===== config.mk =====
export PLATFORM = sky130hd
export DESIGN_NAME = yenc_body_decoder
export DESIGN_NICKNAME = d
export VERILOG_FILES = /design/src/rtl/yenc_pkg.sv /design/src/rtl/yenc_core.sv /design/src/rtl/yenc_out_fifo.sv /design/src/rtl/yenc_body_decoder.sv
export SDC_FILE = /design/constraint.sdc
export NUM_CORES = 1
export LEC_CHECK = 0
export BUFFER_PORTS_ARGS = -buffer_cell sky130_fd_sc_hd__buf_2
export CAP_MARGIN = 20
export CORE_MARGIN = 2
export CORE_UTILIZATION = 30
export DETAILED_ROUTE_END_ITERATION = 8
export GPL_ROUTABILITY_DRIVEN = 1
export MAX_ROUTING_LAYER = met4
export PLACE_DENSITY = 0.45
export SLEW_MARGIN = 40
export SYNTH_ARGS = -nofsm -noshare
export SYNTH_HDL_FRONTEND = slang
export SYNTH_SLANG_ARGS = --single-unit

===== constraint.sdc =====
create_clock -name clk -period 3.7 [get_ports clk]
set_clock_uncertainty 0.05 [all_clocks]
set_input_delay 0.185 -clock clk [delete_from_list [all_inputs] [get_ports clk]]
set_output_delay 0.185 -clock clk [all_outputs]
set_load 0.01 [all_outputs]

===== src/rtl/yenc_pkg.sv =====
package yenc_pkg;

  localparam logic [7:0] CHAR_CR  = 8'h0d;
  localparam logic [7:0] CHAR_LF  = 8'h0a;
  localparam logic [7:0] CHAR_DOT = 8'h2e;
  localparam logic [7:0] CHAR_EQ  = 8'h3d;
  localparam logic [7:0] CHAR_Y   = 8'h79;

  localparam logic [7:0] DATA_OFFSET   = 8'd42;
  localparam logic [7:0] ESCAPE_OFFSET = 8'd64;

  localparam logic [2:0] BEGIN_LEN = 3'd7;
  localparam logic [2:0] END_LEN   = 3'd5;

  localparam logic KIND_DATA = 1'b0;
  localparam logic KIND_END  = 1'b1;

  localparam int FIFO_DEPTH = 4;
  localparam int PTR_W      = $clog2(FIFO_DEPTH);
  localparam int CNT_W      = $clog2(FIFO_DEPTH + 1);

  typedef struct packed {
    logic [7:0] out_byte;
    logic       kind;
    logic       last;
  } result_t;

  // up to two results from one article byte, first slot filled first
  typedef struct packed {
    logic    first_valid;
    result_t first;
    logic    second_valid;
    result_t second;
  } push_t;

  function automatic logic [7:0] plain_decode(input logic [7:0] b);
    plain_decode = b - DATA_OFFSET;
  endfunction

  function automatic logic [7:0] escaped_decode(input logic [7:0] b);
    escaped_decode = b - ESCAPE_OFFSET - DATA_OFFSET;
  endfunction

  // characters of =ybegin by position
  function automatic logic [7:0] begin_char(input logic [2:0] pos);
    case (pos)
      3'd0: begin_char = 8'h3d;
      3'd1: begin_char = 8'h79;
      3'd2: begin_char = 8'h62;
      3'd3: begin_char = 8'h65;
      3'd4: begin_char = 8'h67;
      3'd5: begin_char = 8'h69;
      3'd6: begin_char = 8'h6e;
      default: begin_char = 8'h00;
    endcase
  endfunction

  // characters of =yend by position
  function automatic logic [7:0] end_char(input logic [2:0] pos);
    case (pos)
      3'd0: end_char = 8'h3d;
      3'd1: end_char = 8'h79;
      3'd2: end_char = 8'h65;
      3'd3: end_char = 8'h6e;
      3'd4: end_char = 8'h64;
      default: end_char = 8'h00;
    endcase
  endfunction

endpackage


===== src/rtl/yenc_core.sv =====
module yenc_core (
  input  logic               clk,
  input  logic               rst,
  input  logic               fire,
  input  logic [7:0]         byte_in,
  output yenc_pkg::push_t    push
);

  logic       in_body, in_body_next;
  logic       at_line_start, at_line_start_next;
  logic       escape_pending, escape_pending_next;
  logic       dot_pending, dot_pending_next;
  logic       leading_eq_pending, leading_eq_pending_next;
  logic       skip_rest_of_line, skip_rest_of_line_next;
  logic [2:0] marker_match_pos, marker_match_pos_next;
  logic       marker_alive, marker_alive_next;

  logic       e0_valid;
  logic [7:0] e0_byte;
  logic       e1_valid;
  logic [7:0] e1_byte;
  logic       e1_kind;
  logic       dot_consumed;

  always_comb begin
    in_body_next            = in_body;
    at_line_start_next      = at_line_start;
    escape_pending_next     = escape_pending;
    dot_pending_next        = dot_pending;
    leading_eq_pending_next = leading_eq_pending;
    skip_rest_of_line_next  = skip_rest_of_line;
    marker_match_pos_next   = marker_match_pos;
    marker_alive_next       = marker_alive;
    e0_valid     = 1'b0;
    e0_byte      = '0;
    e1_valid     = 1'b0;
    e1_byte      = '0;
    e1_kind      = yenc_pkg::KIND_DATA;
    dot_consumed = 1'b0;

    if (byte_in == yenc_pkg::CHAR_CR) begin
      // carriage return leaves everything as it is
    end else if (byte_in == yenc_pkg::CHAR_LF) begin
      if (in_body && dot_pending) begin
        e1_valid = 1'b1;
        e1_byte  = yenc_pkg::plain_decode(yenc_pkg::CHAR_DOT);
      end
      at_line_start_next      = 1'b1;
      escape_pending_next     = 1'b0;
      dot_pending_next        = 1'b0;
      leading_eq_pending_next = 1'b0;
      skip_rest_of_line_next  = 1'b0;
      marker_match_pos_next   = '0;
      marker_alive_next       = 1'b1;
    end else if (!in_body) begin
      at_line_start_next = 1'b0;
      if (!skip_rest_of_line) begin
        if (marker_alive && (marker_match_pos < yenc_pkg::BEGIN_LEN) &&
            (byte_in == yenc_pkg::begin_char(marker_match_pos))) begin
          if (marker_match_pos == yenc_pkg::BEGIN_LEN - 3'd1) begin
            in_body_next           = 1'b1;
            skip_rest_of_line_next = 1'b1;
            marker_alive_next      = 1'b0;
            marker_match_pos_next  = '0;
          end else begin
            marker_match_pos_next = marker_match_pos + 3'd1;
          end
        end else begin
          skip_rest_of_line_next = 1'b1;
          marker_alive_next      = 1'b0;
          marker_match_pos_next  = '0;
        end
      end
    end else if (skip_rest_of_line) begin
      at_line_start_next = 1'b0;
    end else if (at_line_start) begin
      at_line_start_next = 1'b0;
      if (byte_in == yenc_pkg::CHAR_DOT) begin
        dot_pending_next  = 1'b1;
        marker_alive_next = 1'b0;
      end else if (byte_in == yenc_pkg::CHAR_EQ) begin
        leading_eq_pending_next = 1'b1;
        marker_match_pos_next   = 3'd1;
        marker_alive_next       = 1'b1;
      end else begin
        marker_alive_next = 1'b0;
        e1_valid          = 1'b1;
        e1_byte           = yenc_pkg::plain_decode(byte_in);
      end
    end else if (leading_eq_pending) begin
      leading_eq_pending_next = 1'b0;
      if (byte_in == yenc_pkg::CHAR_Y) begin
        marker_match_pos_next = 3'd2;
      end else begin
        marker_alive_next     = 1'b0;
        marker_match_pos_next = '0;
        e1_valid              = 1'b1;
        e1_byte               = yenc_pkg::escaped_decode(byte_in);
      end
    end else if (marker_alive && (marker_match_pos >= 3'd2)) begin
      if ((marker_match_pos < yenc_pkg::END_LEN) &&
          (byte_in == yenc_pkg::end_char(marker_match_pos))) begin
        if (marker_match_pos == yenc_pkg::END_LEN - 3'd1) begin
          e1_valid               = 1'b1;
          e1_kind                = yenc_pkg::KIND_END;
          in_body_next           = 1'b0;
          skip_rest_of_line_next = 1'b1;
          marker_alive_next      = 1'b0;
          marker_match_pos_next  = '0;
        end else begin
          marker_match_pos_next = marker_match_pos + 3'd1;
        end
      end else begin
        // some other =y line, ignored up to its end
        skip_rest_of_line_next = 1'b1;
        marker_alive_next      = 1'b0;
        marker_match_pos_next  = '0;
      end
    end else begin
      if (dot_pending) begin
        dot_pending_next = 1'b0;
        e0_valid         = 1'b1;
        e0_byte          = yenc_pkg::plain_decode(yenc_pkg::CHAR_DOT);
        dot_consumed     = (byte_in == yenc_pkg::CHAR_DOT);
      end
      if (!dot_consumed) begin
        if (escape_pending) begin
          escape_pending_next = 1'b0;
          e1_valid            = 1'b1;
          e1_byte             = yenc_pkg::escaped_decode(byte_in);
        end else if (byte_in == yenc_pkg::CHAR_EQ) begin
          escape_pending_next = 1'b1;
        end else begin
          e1_valid = 1'b1;
          e1_byte  = yenc_pkg::plain_decode(byte_in);
        end
      end
    end
  end

  // pack the results, the later one carries last
  always_comb begin
    push = '0;
    if (e0_valid) begin
      push.first_valid    = fire;
      push.first.out_byte = e0_byte;
      push.first.kind     = yenc_pkg::KIND_DATA;
      push.first.last     = !e1_valid;
      push.second_valid   = fire && e1_valid;
      push.second.out_byte = e1_byte;
      push.second.kind     = e1_kind;
      push.second.last     = 1'b1;
    end else begin
      push.first_valid    = fire && e1_valid;
      push.first.out_byte = e1_byte;
      push.first.kind     = e1_kind;
      push.first.last     = 1'b1;
    end
  end

  always_ff @(posedge clk) begin
    if (rst) begin
      in_body            <= 1'b0;
      at_line_start      <= 1'b1;
      escape_pending     <= 1'b0;
      dot_pending        <= 1'b0;
      leading_eq_pending <= 1'b0;
      skip_rest_of_line  <= 1'b0;
      marker_match_pos   <= '0;
      marker_alive       <= 1'b1;
    end else if (fire) begin
      in_body            <= in_body_next;
      at_line_start      <= at_line_start_next;
      escape_pending     <= escape_pending_next;
      dot_pending        <= dot_pending_next;
      leading_eq_pending <= leading_eq_pending_next;
      skip_rest_of_line  <= skip_rest_of_line_next;
      marker_match_pos   <= marker_match_pos_next;
      marker_alive       <= marker_alive_next;
    end
  end

endmodule


===== src/rtl/yenc_out_fifo.sv =====
module yenc_out_fifo (
  input  logic                clk,
  input  logic                rst,
  input  yenc_pkg::push_t     push,
  output logic                room,
  output logic                out_valid,
  input  logic                out_ready,
  output yenc_pkg::result_t   head
);

  yenc_pkg::result_t mem [yenc_pkg::FIFO_DEPTH];

  logic [yenc_pkg::PTR_W-1:0] wr_ptr;
  logic [yenc_pkg::PTR_W-1:0] rd_ptr;
  logic [yenc_pkg::CNT_W-1:0] count;
  logic [yenc_pkg::CNT_W-1:0] count_next;
  logic                       pop;
  logic [yenc_pkg::CNT_W-1:0] n_push;

  assign pop       = out_valid && out_ready;
  assign out_valid = (count != '0);
  assign head      = mem[rd_ptr];
  // room for the worst case of two results
  assign room      = (count <= yenc_pkg::CNT_W'(yenc_pkg::FIFO_DEPTH - 2));

  assign n_push     = yenc_pkg::CNT_W'(push.first_valid) +
                      yenc_pkg::CNT_W'(push.second_valid);
  assign count_next = count + n_push - yenc_pkg::CNT_W'(pop);

  always_ff @(posedge clk) begin
    if (push.first_valid) begin
      mem[wr_ptr] <= push.first;
    end
    if (push.second_valid) begin
      mem[wr_ptr + yenc_pkg::PTR_W'(1)] <= push.second;
    end
  end

  always_ff @(posedge clk) begin
    if (rst) begin
      wr_ptr <= '0;
      rd_ptr <= '0;
      count  <= '0;
    end else begin
      wr_ptr <= wr_ptr + yenc_pkg::PTR_W'(n_push);
      if (pop) begin
        rd_ptr <= rd_ptr + yenc_pkg::PTR_W'(1);
      end
      count <= count_next;
    end
  end

endmodule


===== src/rtl/yenc_body_decoder.sv =====
// yenc body decoder: takes one raw article byte per word on the in_* channel and
// gives decoded bytes on the out_* channel. lines are skipped until one that starts
// with =ybegin; the lines after it are decoded (byte minus 42, or minus 106 after an
// '=' escape, modulo 256), CR and LF are dropped and a leading doubled dot loses one
// dot. a body line starting with =yend gives one word with kind set and out_byte zero
// and returns the block to scanning. other =y lines in the body are ignored. each
// input byte gives zero, one or two output words; last marks the final word of a byte.
// timing: one input byte per cycle while the result queue has room. an accepted byte is held
// in the input register, decoded from there, and its words are written into the result queue
// and offered from it (input register, then the result queue).
// a byte enters the decode stage only while the four-entry result queue has room for
// two words, so the output side drains at one word per cycle while out_ready is high and long back-pressure
// fills the queue and then stalls input.
module yenc_body_decoder (
  input  logic       clk,
  input  logic       rst,
  input  logic       in_valid,
  output logic       in_ready,
  input  logic [7:0] in_byte,
  output logic       out_valid,
  input  logic       out_ready,
  output logic [7:0] out_byte,
  output logic       kind,
  output logic       last
);

  // input register
  logic       hold_valid;
  logic [7:0] hold_byte;

  // decode stage control
  logic              room;
  logic              fire;
  yenc_pkg::push_t   push;
  yenc_pkg::result_t head;

  // the held byte is decoded when the queue can take its results
  assign fire     = hold_valid && room;
  assign in_ready = !hold_valid || fire;

  always_ff @(posedge clk) begin
    if (rst) begin
      hold_valid <= 1'b0;
    end else if (in_valid && in_ready) begin
      hold_valid <= 1'b1;
    end else if (fire) begin
      hold_valid <= 1'b0;
    end
  end

  // payload, no reset needed
  always_ff @(posedge clk) begin
    if (in_valid && in_ready) begin
      hold_byte <= in_byte;
    end
  end

  yenc_core u_core (
    .clk     (clk),
    .rst     (rst),
    .fire    (fire),
    .byte_in (hold_byte),
    .push    (push)
  );

  yenc_out_fifo u_fifo (
    .clk       (clk),
    .rst       (rst),
    .push      (push),
    .room      (room),
    .out_valid (out_valid),
    .out_ready (out_ready),
    .head      (head)
  );

  assign out_byte = head.out_byte;
  assign kind     = head.kind;
  assign last     = head.last;

endmodule


### After elaboration in Yosys (flattened, before gate mapping)

Memories as Yosys holds them, arrays and structs flattened. A register that Yosys moved wholly into a read port is not among the register bits.
Cells that the tools add are included.

* bitwise logic cells: 2
* reduce and logical (&&, ||, !) cells: 23
* muxes and demuxes: 151
* equality and inequality tests: 29
* order comparisons: 4
* $add $sub $neg: 10

Operators with widths (count)
* 8-bit 2-to-1 mux: 30
* 1-bit 2-to-1 mux: 99
* 7-bit one-hot mux with 7 select lines: 1
* 3-bit 2-to-1 mux: 15
* 7-bit one-hot mux with 5 select lines: 1
* 11-bit 2-to-1 mux: 2
* 8-bit by 4-bit == test with 1-bit output, second input constant: 2
* 8-bit by 6-bit == test with 1-bit output, second input constant: 2
* 8-bit == test: 2
* 8-bit by 6-bit subtractor with 8-bit output, second input constant: 2
* 7-bit AND reduction: 2
* 6-bit AND reduction: 2
* 5-bit inequality test, second input constant: 2
* 3-bit == test, second input constant: 3
* 1-bit logical AND: 9
* 3-bit inequality test, second input constant: 3
* 8-bit by 7-bit == test with 1-bit output, second input constant: 1
* 4-bit inequality test, second input constant: 2
* 8-bit AND reduction: 1
* 8-bit by 7-bit subtractor with 8-bit output, second input constant: 1
* 3-bit by 2-bit == test with 1-bit output, second input constant: 2
* 3-bit less-than comparator, second input constant: 2
* 2-bit 2-to-1 mux: 3
* 2-bit inequality test, second input constant: 3
* other kinds (22): 27

* bits of input ports: 12
* flip-flop bits (word level): 26
* memories kept: 1
* bits in writable memories: 40
* output and inout bits: 12

Memory list
* u_fifo.mem: words 4, width 10, read ports 1, clocked after Yosys merged registers in 1, write ports 2, RTL line yenc_out_fifo.sv:11 `yenc_pkg::result_t mem [yenc_pkg::FIFO_DEPTH];`

### Logic depth before layout (Yosys ltp)

Gate-level depths: netlist of the first run.

* word-level depth: 24
* mapped depth: 17
* gate-level depth less buffers: 16

### Cells and area by module

Synthesis of the first run repeated with hierarchy kept, for this count alone.

* cells, all modules: 394
* area, all modules: 4544.4 um^2

Modules (own cells, without submodules)
* yenc_out_fifo: times used 1, cells an instance 146, area each 2549.9 um^2
* yenc_core: times used 1, cells an instance 234, area each 1691.6 um^2
* yenc_body_decoder: times used 1, cells an instance 14, area each 302.8 um^2

### Worst setup path before layout of the first run

OpenSTA, ideal clock, no wires.

* kind: register to register
* start: register u_core.marker_match_pos[2]
* end: register u_fifo.count[2] (netlist bit)
* setup slack: -182 ps
* arrival time: 3704 ps
* period minus slack after synthesis: 3882 ps
* data required time: 3522 ps
* cell stages (with the launch flop): 18
* setup time: 128 ps
* cells stage by stage: dfxtp_1 clkinv_1 ha_1 buf_6 or4_4 a21o_1 a221oi_2 and2b_2 a41oi_4 nor3_1 ha_1 inv_1 ha_1 inv_1 fa_1 xor2_1 xnor2_1 nor2_1

* longest elaborated chain between the ends: 24
* elaborated cells between the ends (all ways): 40

Ends and longest elaborated chain
* start: declaration: RTL line yenc_core.sv:15 `logic [2:0] marker_match_pos, marker_match_pos_next;`
* start signal: assignment: RTL line yenc_core.sv:178 `marker_match_pos <= marker_match_pos_next;`
* 3-bit == test, or another cell as far along: RTL line yenc_pkg.sv:60, yenc_core.sv:103
* 7-bit one-hot mux with 5 select lines: RTL line yenc_pkg.sv:60 `case (pos)`
* 8-bit 2-to-1 mux: RTL line yenc_core.sv:100 `end else if (marker_alive && (marker_match_pos >= 3'd2)) begin`
* 8-bit 2-to-1 mux: RTL line yenc_core.sv:90 `end else if (leading_eq_pending) begin`
* 8-bit 2-to-1 mux: RTL line yenc_core.sv:76 `end else if (at_line_start) begin`
* 8-bit 2-to-1 mux: RTL line yenc_core.sv:74 `end else if (skip_rest_of_line) begin`
* 8-bit 2-to-1 mux: RTL line yenc_core.sv:55 `end else if (!in_body) begin`
* 8-bit 2-to-1 mux: RTL line yenc_core.sv:43 `end else if (byte_in == yenc_pkg::CHAR_LF) begin`
* (+8 left out)
* 1-bit 2-to-1 mux: RTL line yenc_core.sv:55
* 1-bit 2-to-1 mux: RTL line yenc_core.sv:43
* 1-bit 2-to-1 mux: RTL line yenc_core.sv:41 `if (byte_in == yenc_pkg::CHAR_CR) begin`
* 1-bit logical AND: RTL line yenc_core.sv:149, yenc_core.sv:154
* 11-bit 2-to-1 mux: RTL line yenc_core.sv:144 `if (e0_valid) begin`
* 1-bit by 1-bit adder with 2-bit output (*): RTL line yenc_out_fifo.sv:26 `assign n_push = yenc_pkg::CNT_W'(push.first_valid) +`
* 3-bit adder (*): RTL line yenc_out_fifo.sv:28 `assign count_next = count + n_push - yenc_pkg::CNT_W'(pop);`
* 3-bit by 1-bit subtractor with 3-bit output (*): RTL line yenc_out_fifo.sv:28
* end signal: assignment: RTL line yenc_out_fifo.sv:49 `count <= count_next;`
* end: declaration: RTL line yenc_out_fifo.sv:15 `logic [yenc_pkg::CNT_W-1:0] count;`

Every way passes the cells marked *; elsewhere a longest branch is shown, timed or not. The select of a mux whose other input is x is not followed.
A chain may end at the register's enable or synchronous reset.

### Final worst setup path of the first run

* start: register u_core.marker_match_pos[0]
* end: register u_fifo.count[2] (netlist bit)

Same word-level chain as after synthesis.

==> results_dict.tcl, run 1 <==
set metrics [dict create \
    reg2reg_setup_slack_ns 0.09 \
    pre_cts_slack_ns -0.01681 \
    netSwitchingPower_uw 616.5 \
    startpoint_type "flop" \
    die_height_um 120.9 \
    p_leak_nw 1.786 \
    timing.final.crit_period_ns 3.605 \
    crit_path_max_fanout 4 \
    r2r_start "u_core.marker_match_pos[0]" \
    die_width_um 120.9 \
    clk_latency_ns 0.34 \
    top_level_ports 24 \
    syn_nets 437 \
    comb_power_share 0.197 \
    worst-endpoint-required_ns 3.86 \
    max_cap_violations 0 \
    numPortBuffers 23 \
    placement_rows 42 \
    sequentialPowerShare 0.403 \
    numCtsBuffers 9 \
    number_of_distinct_library_cells_after_synthesis 70 \
    design.core.area_um2 13300 \
    sw_share 0.2695 \
    worst_hold_startpoint "in_valid" \
    die_ar_um2 14610 \
    tightest_slew_ns 0.5598 \
    holdWs_ns 0.03977 \
    timing.slew.headroom 0.6263 \
    power_frac_clock 0.400 \
    avgViaCountPerCell 5.106 \
    post_synth.cell_area_avg_um2 9.919 \
    placed_area_um2 4647 \
    cts_buffer_depth 2 \
    dp_hpwl_um 8079 \
    critPathCaptureType "flop" \
    grt_max_degree 18 \
    max_clock_freq_mhz 277.4 \
    ff2ff_path_depth 16 \
    drt_pre_antenna_iters 4 \
    route.detailed.wl_per_inst_um 17.11 \
    syn-cell-area_um2 4096 \
    capturing_point_of_the_worst_reg2reg_path "u_fifo.count[2]" \
    layout_worst_path_cycle_share 0.9744 \
    route.vias.total 3329 \
    syn_inst 413 \
    worstHoldPathType "in2reg" \
    setup_viol_count_final 0 \
    ctsRootBufferMaster "sky130_fd_sc_hd__clkbuf_16" \
    drive_gt1_frac 0.2647 \
    cts.clk_slew.worst_paths_ns 0.06 \
    design.final.nets 495 \
    globalRoute.totalOverflow 0 \
    drtAntennaViolNets 0 \
    report.power.total_mw 2.288 \
    clock_sink_count 68 \
    critPathKind "reg2reg" \
    timing_max_transition_violations_final 0 \
    yosys_most_used_dff "sky130_fd_sc_hd__edfxtp_1" \
    peakVddDrop_mv 0.2120 \
    timing_hold_violations_final 0 \
    gp_congestion 0.8791 \
    ys_seq_elements 68 \
    detail_route.drc_violations 0 \
    grt_pass1_vias 3483 \
    flow.area_growth_from_synthesis_pct 25.81 \
    first_pass_grt_wire_length_um 18150 \
    synthesis.yosys.warnings 0 \
    power_report.internal_total_mw 1.672 \
    n_antenna_cell 0 \
    min_delay_worst_endpoint "hold_valid" \
    grt_antenna_before_repair 0 \
    detail_route.wirelength_um 11150 \
    initial_core_utilization 0.3081 \
    fin_cells 652 \
    dpl.cell_count 625 \
    worst_ep_arrival_time_ns 3.77 \
    worst_slack_ns 0.09481 \
    grt_setup_unrepaired "true" \
    final_area_um2 5154 \
    synth-seq-area-share 0.4496 \
    run_status "finished, final reports clean" \
    power_per_cell_area_nw_per_um2 444.0 \
    grt_usage 0.1675 \
    cts_tree "done" \
    worstHoldPathCells 3 \
    initialDrtViolationCount 227 \
    post_synth_edffs 48 \
    htree_num_levels 3 \
    async_reset_ff_frac 0 \
]
flip-flops by register name (all words and copies together) (netlist names), 2 cells and up, named ones only:
name / cells
u_fifo.mem: 40
hold_byte: 8
u_fifo.rd_ptr: 2
u_fifo.wr_ptr: 2
u_core.marker_match_pos: 3
u_fifo.count: 3
cells in the mapped netlist (3+ instances only):
cell	count	share of area
sky130_fd_sc_hd__a21o_1	4	0.0073
sky130_fd_sc_hd__nor4_1	4	0.0061
sky130_fd_sc_hd__nand3_1	9	0.011
sky130_fd_sc_hd__edfxtp_1	48	0.35
sky130_fd_sc_hd__a22o_1	4	0.0086
sky130_fd_sc_hd__ha_1	11	0.034
sky130_fd_sc_hd__xor2_1	6	0.013
sky130_fd_sc_hd__nand2b_1	8	0.012
sky130_fd_sc_hd__o31ai_1	4	0.0073
sky130_fd_sc_hd__or2_2	4	0.0061
sky130_fd_sc_hd__clkbuf_1	17	0.016
sky130_fd_sc_hd__nor3_1	22	0.027
sky130_fd_sc_hd__or3_1	6	0.0092
sky130_fd_sc_hd__mux2i_1	3	0.0073
sky130_fd_sc_hd__nand2_1	32	0.029
sky130_fd_sc_hd__mux4_2	10	0.055
sky130_fd_sc_hd__nor2_1	49	0.045
sky130_fd_sc_hd__a21oi_1	24	0.029
sky130_fd_sc_hd__inv_1	17	0.016
sky130_fd_sc_hd__o21ai_0	9	0.011
sky130_fd_sc_hd__a211o_1	3	0.0064
sky130_fd_sc_hd__buf_1	3	0.0027
sky130_fd_sc_hd__or4_4	3	0.0082
sky130_fd_sc_hd__and2_1	5	0.0076
sky130_fd_sc_hd__a31oi_1	8	0.012
sky130_fd_sc_hd__a211oi_1	6	0.011
sky130_fd_sc_hd__xnor2_1	13	0.028
sky130_fd_sc_hd__buf_2	3	0.0037
sky130_fd_sc_hd__nand4_1	3	0.0046
sky130_fd_sc_hd__dfxtp_1	20	0.098
sky130_fd_sc_hd__nor2b_1	7	0.011
sky130_fd_sc_hd__o21a_1	4	0.0073
logic make-up after synthesis:
| logic type | count (synthesis) | synth area share |
|---|---|---|
| AOI/OAI and AO/OA | 90 | 0.1579 |
| adders and majority gates | 13 | 0.04093 |
| xor gates and xnor gates | 19 | 0.04062 |
| buffers and inverters | 42 | 0.04123 |
| DFF | 68 | 0.4496 |
| muxes | 13 | 0.06231 |
| and+or+nand+nor | 168 | 0.2074 |
per-stage QoR:
stage	util	setup TNS, ns
floorplan	-	0
global placement	0.3495	0
detailed placement	0.3495	-0.01681
CTS	0.3853	0
global route	0.3876	-0.07053
finish	0.3876	0
layer usage:
| layer | track usage | wire length [um] |
|---|---|---|
| met2 | 0.2697 | 5389 |
| met4 | 0.06686 | 165 |
| met5 | - | 0 |
| met1 | 0.2039 | 5167 |
| met3 | 0.03853 | 431 |
worst max-delay path by stage:
stage	startpoint	cells after the start	slack, ns	endpoint
after detailed placement	u_core.marker_match_pos[1]	14	-0.02	u_fifo.count[2]
after CTS	u_core.marker_match_pos[0]	16	0.001	u_fifo.count[2]
after global placement	u_core.marker_match_pos[0]	14	0.02	u_fifo.count[2]
after global routing	u_core.marker_match_pos[0]	16	-0.07	u_fifo.count[2]
final	u_core.marker_match_pos[0]	16	0.09	u_fifo.count[2]
after floorplan	u_core.marker_match_pos[0]	15	0.03	u_fifo.count[2]
area by class of cell:
class | instances | area (um2)
clock buffers | 10 | 229.0
clock inverters | 6 | 88.84
fillers | 1316 | 8142
inverters | 18 | 68.82
multi-input cells | 303 | 2180
flip-flops and latches | 68 | 1852
well taps | 176 | 220.2
repair buffers | 71 | 515.5
worst max-delay path, cell delays in order, from the launching register on:
cell and delay, ns:
sky130_fd_sc_hd__dfxtp_4 0.36, sky130_fd_sc_hd__buf_6 0.12, sky130_fd_sc_hd__ha_4 0.15, sky130_fd_sc_hd__or4_4 0.51, sky130_fd_sc_hd__a21o_1 0.20, sky130_fd_sc_hd__a221oi_2 0.28
sky130_fd_sc_hd__and2b_2 0.25, sky130_fd_sc_hd__a41oi_4 0.12, sky130_fd_sc_hd__a31oi_1 0.18, sky130_fd_sc_hd__ha_2 0.22, sky130_fd_sc_hd__inv_2 0.05, sky130_fd_sc_hd__ha_4 0.26
sky130_fd_sc_hd__inv_2 0.03, sky130_fd_sc_hd__fa_2 0.34, sky130_fd_sc_hd__xor2_2 0.15, sky130_fd_sc_hd__xnor2_1 0.15, sky130_fd_sc_hd__nor2_1 0.06
cells in the final DEF (no fill, tap or decap), types with 6 or more instances in the layout:
master                           n
sky130_fd_sc_hd__nand2_1        32
sky130_fd_sc_hd__o21ai_0         9
sky130_fd_sc_hd__buf_4          37
sky130_fd_sc_hd__dfxtp_1        16
sky130_fd_sc_hd__nor2_1         49
sky130_fd_sc_hd__a211oi_1        6
sky130_fd_sc_hd__a21oi_1        24
sky130_fd_sc_hd__nor2b_1         7
sky130_fd_sc_hd__a31oi_1         8
sky130_fd_sc_hd__buf_2          23
sky130_fd_sc_hd__dlygate4sd3_1   8
sky130_fd_sc_hd__nand2b_1        8
sky130_fd_sc_hd__mux4_2         10
sky130_fd_sc_hd__inv_1          13
sky130_fd_sc_hd__clkbuf_16       9
sky130_fd_sc_hd__nand3_1         9
sky130_fd_sc_hd__or3_1           6
sky130_fd_sc_hd__edfxtp_1       48
sky130_fd_sc_hd__nor3_1         21
sky130_fd_sc_hd__xnor2_1        13
power groups by stage:
stage | Combinational [mW] | Clock [mW] | Sequential [mW]
after floorplan | 0.332 | 0 | 0.886
after global placement | 0.416 | 0 | 0.941
after detailed placement | 0.418 | 0 | 0.942
after CTS | 0.430 | 0.944 | 0.927
after global routing | 0.502 | 0.972 | 0.935
final | 0.451 | 0.915 | 0.922
repair_timing:
item	4_1_cts	5_1_grt
hold buffers	8	0
pin swaps	15	8
buffers inserted	3	0
resized for setup	15	4
cloned	0	0
endpoints found under the setup margin	1	1
endpoints found under the hold margin	8	0
(Power assumes the default switching activity.)
==> run 2, diff against run 1 <==
CORE_UTILIZATION = 36   (was 30)
PLACE_DENSITY = 0.64   (was 0.45)
==> run 2 against run 1 <==
  * Final cell count shrank 6.1%
  * Power up 1.9%
  * Fmax is 2.7% lower
  * Register-to-register slack got worse by 0.10 ns
  * Sequential cell count did not move
  * Sequential power fell by 0.7%
  * Sequential share of layout area rose by 0.59 points
  * Critical path type unchanged
  * Clock power rose by 6.8%
  * Highest routed layer unchanged
  * The run now ends with setup timing left
  * Via count rose by 2.8%
  * First-iteration DRC count rose by 8.8%
  * Global-route usage is 1.3 points higher
==> results_dict.tcl, run 2 (synthesized netlist as in run 1, its figures left out) <==
set metrics [dict create \
    n_antenna_cell 0 \
    largest_reg_flops 40 \
    timing.slew.headroom 0.5270 \
    initialDrtViolationCount 247 \
    pre_cts_slack_ns 0.006881 \
    ctsRootBufferMaster "sky130_fd_sc_hd__clkbuf_16" \
    design.core.area_um2 10980 \
    numCtsBuffers 9 \
    clock_sink_count 68 \
    cts.clk_slew.worst_paths_ns 0.05 \
    cpMostUsedCell "sky130_fd_sc_hd__ha_4" \
    critPathCaptureType "flop" \
    placement_rows 38 \
    cts_tree "done" \
    worst-endpoint-required_ns 3.86 \
    multiInputGateArea_um2 2166 \
    detail_route.wirelength_um 10430 \
    final.fill_count 1006 \
    route.vias.total 3422 \
    max_cap_violations 0 \
    cp_slowest_cell "sky130_fd_sc_hd__or4_4" \
    grt_max_degree 18 \
    tightest_slew_ns 0.7086 \
    clk_latency_ns 0.34 \
    violations_in_the_final_reports "setup timing" \
    final-seq-area_um2 1851 \
    die_width_um 110.7 \
    worst_ep_arrival_time_ns 3.87 \
    critical-path-max-stage-delay_ns 0.51 \
    flow.area_growth_from_synthesis_pct 23.70 \
    drive_gt1_frac 0.2521 \
    p_leak_nw 1.772 \
    power_per_cell_area_nw_per_um2 460.2 \
    worstHoldPathType "in2reg" \
    route.detailed.wl_per_inst_um 17.04 \
    grt_setup_unrepaired "true" \
    r2r_start "u_core.marker_match_pos[1]" \
    grt_pass1_vias 3390 \
    run_status "finished, violations left" \
    top_level_ports 24 \
    startpoint_type "flop" \
    crit_path_max_fanout 5 \
    critPathKind "reg2reg" \
    max_clock_freq_mhz 269.8 \
    critical_path.cell_chain "ha_4 > ha_4 > or4_4 > a21o_1 > a221oi_2 > and2b_2 > a41oi_4 > a31oi_1 > ha_2 > inv_2 > ha_4 > inv_2 > fa_2 > xor2_2 > xnor2_1 > nor2_1" \
    die_height_um 110.7 \
    grt_usage 0.1809 \
    crit_family "adder cells" \
    regMostFlops "u_fifo.mem" \
    worst_hold_startpoint "in_valid" \
    numPortBuffers 23 \
    avgViaCountPerCell 5.592 \
    globalRoute.totalOverflow 0 \
    layout_worst_path_cycle_share 1.002 \
    timing.final.crit_period_ns 3.707 \
    setup_viol_count_final 1 \
    design.final.nets 491 \
    worst_slack_ns -0.006700 \
    first_pass_grt_wire_length_um 17240 \
    grt_antenna_before_repair 0 \
    drt_pre_antenna_iters 5 \
    gp_congestion 0.9137 \
    mostFrequentLayoutCell "sky130_fd_sc_hd__nor2_1" \
    largestRegisters "u_fifo.mem x40, hold_byte x8" \
    detail_route.drc_violations 0 \
    timing_hold_violations_final 0 \
    path_buf_inv 2 \
    drtAntennaViolNets 0 \
    layout_common_cells "sky130_fd_sc_hd__nor2_1, sky130_fd_sc_hd__edfxtp_1, sky130_fd_sc_hd__buf_4" \
    die_ar_um2 12250 \
    timing_max_transition_violations_final 0 \
    initial_core_utilization 0.3730 \
    peakVddDrop_mv 0.3072 \
    crit_path_start "u_core.marker_match_pos[1]" \
    dp_hpwl_um 7433 \
    report.power.total_mw 2.332 \
    htree_num_levels 3 \
    cts_buffer_depth 2 \
]
run 2: changes by cell type in the layout (fill, tap and decap cells not counted), moves of 2 or more:
cell and change:
sky130_fd_sc_hd__inv_2 -2, sky130_fd_sc_hd__ha_2 +2, sky130_fd_sc_hd__clkinvlp_4 -2, sky130_fd_sc_hd__inv_1 +2, sky130_fd_sc_hd__buf_6 -2
run 2: layer usage:
metal | wire [um] | track usage
met1 | 4571 | 0.2248
met2 | 5114 | 0.2855
met3 | 523 | 0.04374
met4 | 217 | 0.07167
met5 | 0 | -
run 2: area by class of cell:
cell class,instances,area share
multi-input cells,303,0.4274
flip-flops and latches,68,0.3652
repair buffers,67,0.09185
clock buffers,10,0.04519
well taps,140,0.03457
clock inverters,6,0.02222
inverters,18,0.01358
run 2: report_power, final:
part | total (mW) | leakage (nW) | switching [mW] | internal, mW
Clock | 0.977 | 0.167 | 0.318 | 0.659
Sequential | 0.916 | 0.577 | 0.0657 | 0.851
Combinational | 0.438 | 1.03 | 0.214 | 0.224
run 2: path summary, 6_finish.rpt:
path	cells after the start	to	slack (ns)
worst max register to register	16	u_fifo.count[2]	-0.007
worst min register to register	2	u_fifo.rd_ptr[1]	0.48
worst max-delay path	16	u_fifo.count[2]	-0.007
worst min-delay path	3	hold_valid	0.05
run 2: timing repair:
item / 4_1_cts / 5_1_grt
gates cloned: 0 / 0
hold buffers: 8 / 0
pin swaps: 2 / 11
setup buffers: 1 / 1
endpoints found under the setup margin: 1 / 1
hold endpoints to repair: 8 / 0
gates resized for setup: 0 / 13
run 2: worst reg2reg max path: stages, from the launching register on:
cell and delay (ns):
sky130_fd_sc_hd__dfxtp_4 0.37, sky130_fd_sc_hd__ha_4 0.17, sky130_fd_sc_hd__ha_4 0.17, sky130_fd_sc_hd__or4_4 0.51
sky130_fd_sc_hd__a21o_1 0.17, sky130_fd_sc_hd__a221oi_2 0.29, sky130_fd_sc_hd__and2b_2 0.24, sky130_fd_sc_hd__a41oi_4 0.14
sky130_fd_sc_hd__a31oi_1 0.21, sky130_fd_sc_hd__ha_2 0.23, sky130_fd_sc_hd__inv_2 0.05, sky130_fd_sc_hd__ha_4 0.26
sky130_fd_sc_hd__inv_2 0.03, sky130_fd_sc_hd__fa_2 0.36, sky130_fd_sc_hd__xor2_2 0.15, sky130_fd_sc_hd__xnor2_1 0.13
sky130_fd_sc_hd__nor2_1 0.06
run 2: through the flow:
step / area, um2 / setup TNS, ns / util / hold WS (ns) / instances
floorplan: 4123 / 0 / - / 0.2339 / 413
global placement: 4567 / 0 / 0.4158 / 0.3117 / 586
detailed placement: 4567 / 0 / 0.4158 / 0.3131 / 586
CTS: 4996 / 0 / 0.4549 / 0.03527 / 611
global route: 5067 / -0.1150 / 0.4614 / 0.08466 / 612
finish: 5067 / -0.006700 / 0.4614 / 0.04973 / 612
==> run 3, diff against run 2 <==
PLACE_DENSITY = 0.62   (was 0.64)
clock period = 4 ns   (was 3.7 ns; I/O delays follow)
==> run 3 against run 2 <==
  * The flow now finishes without violations
  * Clock-buffer cell count fell by 1
  * Clock power fell by 6.7%
  * Sequential share of layout area rose by 0.71 points
  * Critical path depth did not move
  * Die area did not move
  * Sequential power fell by 6.0%
  * Routed wire length fell by 0.61%
  * Sequential cell count did not move
  * Power fell by 8.2%
  * Non-clock buffer count fell by 6
  * Global-route usage barely moved
==> results_dict.tcl, run 3 (synthesized netlist as in run 1, its figures left out) <==
set metrics [dict create \
    sw_share 0.2603 \
    reg2reg_setup_slack_ns 0.20 \
    avgViaCountPerCell 5.571 \
    initialDrtViolationCount 252 \
    startpoint_type "flop" \
    detail_route.wirelength_um 10360 \
    capturing_point_of_the_worst_reg2reg_path "u_fifo.count[2]" \
    design.core.area_um2 10980 \
    power_frac_clock 0.426 \
    run_status "finished, final reports clean" \
    holdWs_ns 0.05918 \
    cts.clk_slew.worst_paths_ns 0.05 \
    layout_worst_path_cycle_share 0.9490 \
    timing_hold_violations_final 0 \
    grt_usage 0.1804 \
    critical-path-max-stage-delay_ns 0.51 \
    numPortBuffers 23 \
    dpl.cell_count 579 \
    grt_pass1_vias 3339 \
    crit_family "adder cells" \
    critical_path_sink "u_fifo.count[2]" \
    fin_setup_tns_ns 0 \
    crit_path_start "u_core.marker_match_pos[0]" \
    globalRoute.totalOverflow 0 \
    timing.final.crit_period_ns 3.796 \
    fin_cells 606 \
    final_area_um2 4957 \
    ff2ff_path_depth 16 \
    crit_path_max_fanout 6 \
    worst-path-stages 16 \
    setup_viol_count_final 0 \
    numCtsBuffers 9 \
    gp_congestion 0.9093 \
    timing_max_transition_violations_final 0 \
    placed_area_um2 4488 \
    power_report.internal_total_mw 1.584 \
    drive_gt1_frac 0.2146 \
    design.final.nets 485 \
    dp_hpwl_um 7345 \
    comb_power_share 0.172 \
    initial_core_utilization 0.3730 \
    die_width_um 110.7 \
    grt_antenna_before_repair 0 \
    die_height_um 110.7 \
    drt_pre_antenna_iters 5 \
    drtAntennaViolNets 0 \
    placement_rows 38 \
    route.detailed.wl_per_inst_um 17.10 \
    layout_common_cells "sky130_fd_sc_hd__nor2_1, sky130_fd_sc_hd__edfxtp_1, sky130_fd_sc_hd__nand2_1" \
    top_level_ports 24 \
    critical_path.cell_chain "ha_2 > ha_4 > or4_4 > a21o_1 > a221oi_2 > and2b_2 > a41oi_4 > nor3_1 > ha_2 > inv_1 > ha_1 > inv_1 > fa_2 > xor2_1 > xnor2_1 > nor2_1" \
    clock_sink_count 68 \
    final_util 0.4514 \
    htree_num_levels 3 \
    route.vias.total 3376 \
    largest_reg_flops 40 \
    first_pass_grt_wire_length_um 17150 \
    grt_max_degree 18 \
    netSwitchingPower_uw 557.2 \
    cts_buffer_depth 2 \
    max_clock_freq_mhz 263.4 \
    n_antenna_cell 0 \
    sequentialPowerShare 0.402 \
    peakVddDrop_mv 0.2330 \
    r2r_start "u_core.marker_match_pos[0]" \
    timing.slew.headroom 0.5111 \
    largestRegisters "u_fifo.mem x40, hold_byte x8" \
    ctsRootBufferMaster "sky130_fd_sc_hd__clkbuf_16" \
    power_per_cell_area_nw_per_um2 431.9 \
    tightest_slew_ns 0.7324 \
    worst-endpoint-required_ns 4.16 \
    clk_latency_ns 0.33 \
    worstHoldPathType "in2reg" \
    path_buf_inv 2 \
    flow.area_growth_from_synthesis_pct 21.01 \
    regMostFlops "u_fifo.mem" \
    max_cap_violations 0 \
    mostFrequentLayoutCell "sky130_fd_sc_hd__nor2_1" \
    critPathCaptureType "flop" \
    p_leak_nw 1.738 \
    die_ar_um2 12250 \
    cp_slowest_cell "sky130_fd_sc_hd__or4_4" \
    detail_route.drc_violations 0 \
    critPathKind "reg2reg" \
    worst_ep_arrival_time_ns 3.96 \
    cts_tree "done" \
]
## run 3: cell count changes in the layout (fill, tap and decap cells not counted), sizes merged
cell	before	now
buf	59	53
clkbuf	10	9
clkinv	4	5
## run 3: worst reg2reg max path: stages (launching register included)
cell and delay (ns):
sky130_fd_sc_hd__dfxtp_4 0.35, sky130_fd_sc_hd__ha_2 0.20, sky130_fd_sc_hd__ha_4 0.18, sky130_fd_sc_hd__or4_4 0.51, sky130_fd_sc_hd__a21o_1 0.18, sky130_fd_sc_hd__a221oi_2 0.31
sky130_fd_sc_hd__and2b_2 0.23, sky130_fd_sc_hd__a41oi_4 0.13, sky130_fd_sc_hd__nor3_1 0.21, sky130_fd_sc_hd__ha_2 0.21, sky130_fd_sc_hd__inv_1 0.04, sky130_fd_sc_hd__ha_1 0.26
sky130_fd_sc_hd__inv_1 0.05, sky130_fd_sc_hd__fa_2 0.38, sky130_fd_sc_hd__xor2_1 0.16, sky130_fd_sc_hd__xnor2_1 0.16, sky130_fd_sc_hd__nor2_1 0.06
## run 3: repair_timing
action	in CTS	in global routing
cloned	0	0
pin swaps	0	5
hold endpoints to repair	8	0
setup endpoints to repair	1	1
buffers inserted	1	2
hold buffers	8	0
gates resized for setup	0	8
## run 3: per-stage QoR
step	power (mW)	worst slack, ns
2_1_floorplan	1.126	0.1181
3_3_place_gp	1.235	0.09737
3_5_place_dp	1.238	0.01923
4_1_cts	2.159	0.01044
5_1_grt	2.242	-0.007938
6_report	2.141	0.2041
## run 3: area by class of cell
class / instances / area (um2)
Fill cell: 1048 / 6026
Multi-Input combinational cell: 303 / 2108
Sequential cell: 68 / 1846
Timing Repair Buffer: 61 / 420.4
Clock buffer: 9 / 225.2
Tap cell: 140 / 175.2
Clock inverter: 7 / 115.1
Inverter: 18 / 67.56
## run 3: worst min path at each step
stage               startpoint      endpoint  slack [ns]  depth (start not counted)
floorplan           in_byte[0]  hold_byte[0]        0.25                          0
global placement    in_byte[2]  hold_byte[2]        0.33                          1
detailed placement  in_byte[4]  hold_byte[4]        0.33                          1
CTS                   in_valid    hold_valid        0.05                          3
global route          in_valid    hold_valid        0.08                          3
finish                in_valid    hold_valid        0.06                          3
## run 3: layer usage
layer / vias to the layer above / wire, um / global-route usage
met1: 1600 / 4626 / 0.2307
li1: 1631 / - / -
met5: - / 0 / -
met4: 0 / 212 / 0.05500
met3: 19 / 605 / 0.04046
met2: 126 / 4918 / 0.2875
## run 3: power groups by stage
stage	clock, mW	combinational, mW	sequential, mW
3_3_place_gp	0	0.357	0.879
2_1_floorplan	0	0.306	0.820
6_report	0.912	0.367	0.861
4_1_cts	0.926	0.369	0.864
3_5_place_dp	0	0.359	0.879
5_1_grt	0.961	0.410	0.872
